==> src/rtl/core/etrs_pkg.sv <==
`timescale 1ns / 1ps
// ----------------------------------------------------------------------------
// etrs_pkg - shared definitions for the TRS model matrix block
// Widths, command codes, fixed-point constants and the micro-op table of the
// sine/cosine sequence.
// ----------------------------------------------------------------------------
package etrs_pkg;

  localparam int VALUE_W = 32;
  localparam int FRAC_W  = 16;
  localparam int CMD_W   = 3;

  // Wrapped angle in [0, 360.0) and the reduced octant angle in [0, 45.0].
  localparam int ANG_W = 25;
  localparam int OCT_W = 22;
  // Rotation terms stay within +-2.0.
  localparam int ROT_W = 20;
  // Series evaluation runs in unsigned Q1.30.
  localparam int Q30_W  = 31;
  localparam int Q30_SH = 30 - FRAC_W;
  localparam int TRIG_W = FRAC_W + 1;

  localparam int MUL_A_W = 33;
  localparam int MUL_B_W = 36;
  localparam int PROD_W  = MUL_A_W + MUL_B_W;
  localparam int RND_W   = PROD_W - FRAC_W;

  localparam logic [CMD_W-1:0] CMD_SET_POS = 3'd0;
  localparam logic [CMD_W-1:0] CMD_ADD_POS = 3'd1;
  localparam logic [CMD_W-1:0] CMD_SET_SCL = 3'd2;
  localparam logic [CMD_W-1:0] CMD_ADD_SCL = 3'd3;
  localparam logic [CMD_W-1:0] CMD_SET_ROT = 3'd4;
  localparam logic [CMD_W-1:0] CMD_ADD_ROT = 3'd5;

  localparam longint UNIT      = longint'(1) << FRAC_W;
  localparam longint FULL_L    = 360 * UNIT;
  localparam longint QUARTER_L = 90 * UNIT;

  localparam logic [ANG_W-1:0] FULL_TURN = ANG_W'(FULL_L);
  localparam logic [ANG_W-1:0] QUARTER   = ANG_W'(QUARTER_L);
  localparam logic [ANG_W-1:0] HALF_TURN = ANG_W'(2 * QUARTER_L);
  localparam logic [ANG_W-1:0] THREE_Q   = ANG_W'(3 * QUARTER_L);
  localparam logic [ANG_W-1:0] EIGHTH    = ANG_W'(45 * UNIT);
  // Residue of the sign bit weight -2^(VALUE_W-1) modulo a full turn.
  localparam logic [ANG_W-1:0] NEG_INIT =
    ANG_W'((FULL_L - ((longint'(1) << (VALUE_W - 1)) % FULL_L)) % FULL_L);

  localparam logic [MUL_B_W-1:0] DEG_RAD  = MUL_B_W'(18740330);
  localparam logic [Q30_W-1:0]   Q30_ONE  = Q30_W'(longint'(1) << 30);
  localparam logic [Q30_W-1:0]   Q30_HALF = Q30_W'((longint'(1) << Q30_SH) >> 1);

  // Reciprocals ceil(2^36 / d) give exact quotients for dividends below 2^30.
  localparam int     RECIP_SH = 36;
  localparam longint RECIP_N  = longint'(1) << RECIP_SH;
  localparam logic [MUL_B_W-1:0] RECIP_3  = MUL_B_W'((RECIP_N + 2) / 3);
  localparam logic [MUL_B_W-1:0] RECIP_5  = MUL_B_W'((RECIP_N + 4) / 5);
  localparam logic [MUL_B_W-1:0] RECIP_7  = MUL_B_W'((RECIP_N + 6) / 7);
  localparam logic [MUL_B_W-1:0] RECIP_9  = MUL_B_W'((RECIP_N + 8) / 9);
  localparam logic [MUL_B_W-1:0] RECIP_15 = MUL_B_W'((RECIP_N + 14) / 15);
  localparam logic [MUL_B_W-1:0] RECIP_21 = MUL_B_W'((RECIP_N + 20) / 21);
  localparam logic [MUL_B_W-1:0] RECIP_45 = MUL_B_W'((RECIP_N + 44) / 45);

  typedef logic signed [VALUE_W-1:0] val_t;
  typedef logic [3:0][VALUE_W-1:0]   row_t;

  localparam row_t LAST_ROW = {VALUE_W'(UNIT), {VALUE_W{1'b0}}, {VALUE_W{1'b0}},
                               {VALUE_W{1'b0}}};

  // Micro-op kinds of the series evaluation.
  localparam logic [2:0] PK_XD  = 3'd0;  // degrees to radians
  localparam logic [2:0] PK_X2  = 3'd1;  // square of the angle
  localparam logic [2:0] PK_PM  = 3'd2;  // x2 * p, then power-of-two part of divide
  localparam logic [2:0] PK_PD  = 3'd3;  // odd part of divide, p = 1 - quotient
  localparam logic [2:0] PK_PM1 = 3'd4;  // x2 * p with a pure power-of-two divisor
  localparam logic [2:0] PK_SIN = 3'd5;  // x * p gives the sine

  localparam int POLY_OPS = 20;
  localparam int MAT_OPS  = 23;

  typedef struct packed {
    logic [2:0]         kind;
    logic [1:0]         shift;
    logic               one;
    logic [MUL_B_W-1:0] recip;
  } poly_op_t;

  function automatic poly_op_t poly_op(input logic [4:0] idx);
    poly_op_t op;
    op = '{kind: PK_XD, shift: 2'd0, one: 1'b0, recip: '0};
    case (idx)
      5'd0:  op.kind = PK_XD;
      5'd1:  op.kind = PK_X2;
      5'd2:  op = '{kind: PK_PM, shift: 2'd3, one: 1'b1, recip: '0};
      5'd3:  op = '{kind: PK_PD, shift: 2'd0, one: 1'b0, recip: RECIP_9};
      5'd4:  op = '{kind: PK_PM, shift: 2'd1, one: 1'b0, recip: '0};
      5'd5:  op = '{kind: PK_PD, shift: 2'd0, one: 1'b0, recip: RECIP_21};
      5'd6:  op = '{kind: PK_PM, shift: 2'd2, one: 1'b0, recip: '0};
      5'd7:  op = '{kind: PK_PD, shift: 2'd0, one: 1'b0, recip: RECIP_5};
      5'd8:  op = '{kind: PK_PM, shift: 2'd1, one: 1'b0, recip: '0};
      5'd9:  op = '{kind: PK_PD, shift: 2'd0, one: 1'b0, recip: RECIP_3};
      5'd10: op.kind = PK_SIN;
      5'd11: op = '{kind: PK_PM, shift: 2'd1, one: 1'b1, recip: '0};
      5'd12: op = '{kind: PK_PD, shift: 2'd0, one: 1'b0, recip: RECIP_45};
      5'd13: op = '{kind: PK_PM, shift: 2'd3, one: 1'b0, recip: '0};
      5'd14: op = '{kind: PK_PD, shift: 2'd0, one: 1'b0, recip: RECIP_7};
      5'd15: op = '{kind: PK_PM, shift: 2'd1, one: 1'b0, recip: '0};
      5'd16: op = '{kind: PK_PD, shift: 2'd0, one: 1'b0, recip: RECIP_15};
      5'd17: op = '{kind: PK_PM, shift: 2'd2, one: 1'b0, recip: '0};
      5'd18: op = '{kind: PK_PD, shift: 2'd0, one: 1'b0, recip: RECIP_3};
      5'd19: op = '{kind: PK_PM1, shift: 2'd1, one: 1'b0, recip: '0};
      default: op.kind = PK_XD;
    endcase
    return op;
  endfunction

  function automatic val_t sat_val(input logic signed [63:0] v);
    logic signed [63:0] vmax;
    logic signed [63:0] vmin;
    vmax = (64'sd1 <<< (VALUE_W - 1)) - 64'sd1;
    vmin = -vmax - 64'sd1;
    if (v > vmax) return VALUE_W'(vmax);
    if (v < vmin) return VALUE_W'(vmin);
    return VALUE_W'(v);
  endfunction

endpackage

==> src/rtl/core/etrs_mul.sv <==
`timescale 1ns / 1ps
// ----------------------------------------------------------------------------
// etrs_mul - shared signed multiplier
// One registered product per enabled cycle; used by every series and matrix step.
// ----------------------------------------------------------------------------
module etrs_mul (
  input  logic                                clk,
  input  logic                                en,
  input  logic signed [etrs_pkg::MUL_A_W-1:0] a,
  input  logic signed [etrs_pkg::MUL_B_W-1:0] b,
  output logic signed [etrs_pkg::PROD_W-1:0]  prod
);

  logic signed [etrs_pkg::PROD_W-1:0] prod_r;

  always_ff @(posedge clk) begin
    if (en) begin
      prod_r <= etrs_pkg::PROD_W'(a) * etrs_pkg::PROD_W'(b);
    end
  end

  assign prod = prod_r;

endmodule

==> config.mk <==
export PLATFORM = sky130hd
export DESIGN_NAME = etrs_mul
export DESIGN_NICKNAME = d
export VERILOG_FILES = /design/src/rtl/core/etrs_pkg.sv /design/src/rtl/core/etrs_mul.sv
export SDC_FILE = /design/constraint.sdc
export NUM_CORES = 2
export LEC_CHECK = 0
export ABC_AREA = 1
export BUFFER_PORTS_ARGS = -buffer_cell sky130_fd_sc_hd__buf_2
export CAP_MARGIN = 20
export CELL_PAD_IN_SITES_DETAIL_PLACEMENT = 1
export CELL_PAD_IN_SITES_GLOBAL_PLACEMENT = 1
export CORE_MARGIN = 4
export CORE_UTILIZATION = 46
export CTS_BUF_LIST = sky130_fd_sc_hd__clkbuf_4 sky130_fd_sc_hd__clkbuf_8 sky130_fd_sc_hd__clkbuf_16
export DETAILED_ROUTE_END_ITERATION = 8
export HOLD_SLACK_MARGIN = 0.02
export PLACE_DENSITY_LB_ADDON = 0.2
export SYNTH_ARGS = -nofsm -noshare
export SYNTH_HDL_FRONTEND = slang
export SYNTH_SLANG_ARGS = --single-unit
==> constraint.sdc <==
create_clock -name clk -period 7 [get_ports clk]
set_input_delay 0.35 -clock clk [delete_from_list [all_inputs] [get_ports clk]]
set_output_delay 0.35 -clock clk [all_outputs]
set_load 0.01 [all_outputs]
* Yosys cells after proc, flatten, opt, wreduce, memory -nomap -nowiden *
Index checks and enable logic that the tools add are counted.

storage, ports and cells
  bits in registers = 69
  word-level logic and storage cells = 2

operators by class
  multipliers = 1

operators with widths
  cell                                            count
  33-bit by 36-bit multiplier with 69-bit output  1

* Longest topological paths before layout *
  word-level depth = 1
  gate-level depth with buffers = 33
  gate-level depth less buffers = 31

* Worst setup path after synthesis *
OpenSTA, ideal clock, no wires.

  path type = input -> register
  from = in a[1] (netlist name)
  to = reg prod_r, in the netlist prod[68], data pin
  library setup time = 0.252 ns
  arrival time = 7.051 ns
  required time = 6.748 ns
  path slack = -0.303 ns
  cell stages on the path = 29
  path buffers = 2
  cells stage by stage = clkbuf_1 -> clkbuf_1 -> nand2_1 -> inv_1 -> fa_1 -> fa_1 -> fa_1 -> fa_1 -> inv_1 -> fa_1 -> inv_1 -> fa_1 -> inv_1 -> fa_1 -> fa_1 -> inv_1 -> ha_1 -> nand2_1 -> inv_1 -> nand2_1 -> inv_1 -> nand2_1 -> inv_1 -> a21oi_1 -> nand2_1 -> inv_1 -> nand2_1 -> nand2_1 -> nand2_1

on the way
  cells in the longest elaborated chain, start to end = 1

RTL lines
  what                                            RTL line        source
  start: declaration                              etrs_mul.sv:9   input logic signed [etrs_pkg::MUL_A_W-1:0] a,
  33-bit by 36-bit multiplier with 69-bit output  etrs_mul.sv:18  prod_r <= etrs_pkg::PROD_W'(a) * etrs_pkg::PROD_W'(b);
  end signal: assignment                          etrs_mul.sv:18
  end: declaration                                etrs_mul.sv:14  logic signed [etrs_pkg::PROD_W-1:0] prod_r;

Every way passes these cells.
A chain may end at the register's enable or synchronous reset.

* Worst setup path in the final report *
  from = in a[1] (netlist name)
  to = reg prod_r, in the netlist prod[49], data pin

Same word-level chain as after synthesis.

==> impl_metrics.yaml <==
layout:
  final_area_sq_mm: 0.0540
  nNetsFinal: 7844
  largest_register_ffs: 69
  final_common_cell: "inv_1"
  utilization_pct: 53.0
  syn_to_final_growth_pct: 14.4
  stdcell_count: 7688
  mostFrequentLayoutCells: "inv_1, nand2_1, fa_1, buf_4, ha_1"
  drive_above_1_share_pct: 13.4
cts:
  clockBufferDepth: 2
  htree_levels: 3
  cts_made_buffers: 9
  path_clk_slew_ns: 0.07
  clkSinkCount: 69
  root_buffer: "clkbuf_16"
  cts_tree: "yes"
setup_path:
  arrival_ns: 6.90
  end_kind: "register"
  crit_fanout: 21
  cp_common_cell: "fa_1"
  start_kind: "input pin"
  cpPeakStageDelay_ns: 0.53
  worst_ep_required_time_ns: 7.12
  slowest_stage: "fa_1"
  crit_type: "in2reg"
synth:
  syn_area_per_cell_sq_um: 7.90
  yosysWarnings: 0
  yosysSeqAreaShare_pct: 4.39
  synth-edff-count: 69
  syn-cell-area_sq_mm: 0.0472
  synthFlopType: "edfxtp_1"
  synth_nets: 7510
  ys_types: 36
  syn_inst: 5978
  async_flop_share_pct: 0
  ys_ff_latch: 69
detailed_routing:
  antenna_left: 0
  wirelength_um: 152000
  first_pass_iters: 5
  dr.first_iter.drc_count: 1780
  vias: 37600
  wl_per_cell_um: 19.8
  vias_per_cell: 4.89
  drc: 0
timing:
  rsz0062_at_grt: "true"
  period_needed_ns: 6.78
  report.final.hold_viol_count: 0
  layout_setup_ws_ns: 0.218
  finalSetupViolCount: 0
  tightestPinTransition_ns: 1.05
  drv_slew: 0
  maxSlewHeadroom_pct: 30.3
  period_share_pct: 96.9
  max_freq_mhz: 147
grt:
  grt_overflow_total: 0
  grt_max_degree: 70
  grt_pass1_wl_um: 243000
  track_usage_pct: 29.2
  antenna_found_initial: 5
  first_global_vias: 44200
floorplanning:
  dieWidth_um: 328
  io_pins: 140
  die_h_um: 328
  coreArea_sq_mm: 0.102
  fp.dieArea_sq_mm: 0.108
  rows: 117
  initial_utilization_pct: 46.4
place:
  hpwlAfterDp_um: 138000
  numPortBuffers: 139
  dp.cells: 7653
  placed_cell_area_sq_mm: 0.0530
  routabilityCongestion: 0.907
  preCtsSetupSlack_ns: -0.489
min_path:
  holdPathStages: 4
  hold_class: "in2reg"
  min-delay-start: "b[0]"
  hold_end: "prod[0]"
run:
  drv_cap: 0
outcome:
  status: "complete, no violations"
worst max path at each step:
| stage | start | endpoint | slack, ns | cells past startpoint |
|---|---|---|---|---|
| 4_1_cts | a[6] | prod[65] | 0.003 | 28 |
| 6_report | a[1] | prod[49] | 0.22 | 29 |
| 5_1_grt | b[35] | prod[67] | -0.05 | 29 |
| 2_1_floorplan | a[11] | prod[62] | 0.002 | 24 |
| 3_3_place_gp | a[6] | prod[65] | -0.34 | 28 |
| 3_5_place_dp | b[35] | prod[65] | -0.49 | 24 |
synth_stat cells, types with 6 or more instances:
cell      count  share of area [%]
inv_1      2061                 16
nand2_1    1663                 13
fa_1       1238                 52
clkbuf_1    274                2.2
ha_1        223                5.9
nor2_1      103               0.82
edfxtp_1     69                4.4
nand3_1      65               0.69
a21oi_1      59               0.63
nand2_2      39               0.52
xor2_1       38               0.70
nor2_2       28               0.37
o21ai_0      19               0.20
nand4_1      17               0.23
nand3_2      12               0.25
o21bai_1     10               0.16
nor3_1        8              0.085
or2_2         7              0.093
xnor2_1       7               0.13
inv_2         6              0.048
layout make-up:
cell class	count	area, sq um
antenna	3	7.51
clock buffer	9	225
clock inverter	7	82.6
fill	12600	47900
inverter	2070	7780
multi-input combinational	3564	36900
sequential	69	2070
tap	1368	1710
timing repair buffer	598	5240
kinds of logic (layout without fill, tap and decap cells):
family	count (synthesis)	in the layout	synth area share [%]
AOI/OAI and AO/OA	95	95	1.10
other	0	3	0
buffers and inverters	2345	2684	18.6
xor gates and xnor gates	45	45	0.834
adders and majority gates	1461	1461	58.4
DFF	69	69	4.39
and+or+nand+nor	1963	1963	16.7
worst max-delay path: cells and delay by family:
kind	cells	cell delay (ns)
and+or+nand+nor	7	0.88
xor gates and xnor gates	1	0.08
adders and majority gates	9	4.42
buffers and inverters	12	1.16
routing by layer:
metal  global-route usage [%]  up-vias  wire, um
li1                         -    16800         -
met3                     2.48      354      5480
met5                        0        -         0
met4                     14.1        0      8850
met2                     53.1      851     78600
met1                     35.0    19500     59400
timing repair:
item                                    4_1_cts  5_1_grt
endpoints found under the hold margin         0        0
hold buffers                                  0        0
endpoints found under the setup margin        3       49
setup buffers                                 2       14
gates resized for setup                       6      167
pin swaps                                     3       37
per-stage QoR:
step,hold WS (ns),setup TNS (ns)
global placement,0.761,-8.95
CTS,0.643,0
floorplan,0.462,0
finish,0.636,0
global route,0.654,-0.175
detailed placement,0.765,-12.98
Power is left out: the tool's default activity adds up to more than one toggle a clock period on the data nets, which glitch-free logic cannot reach.
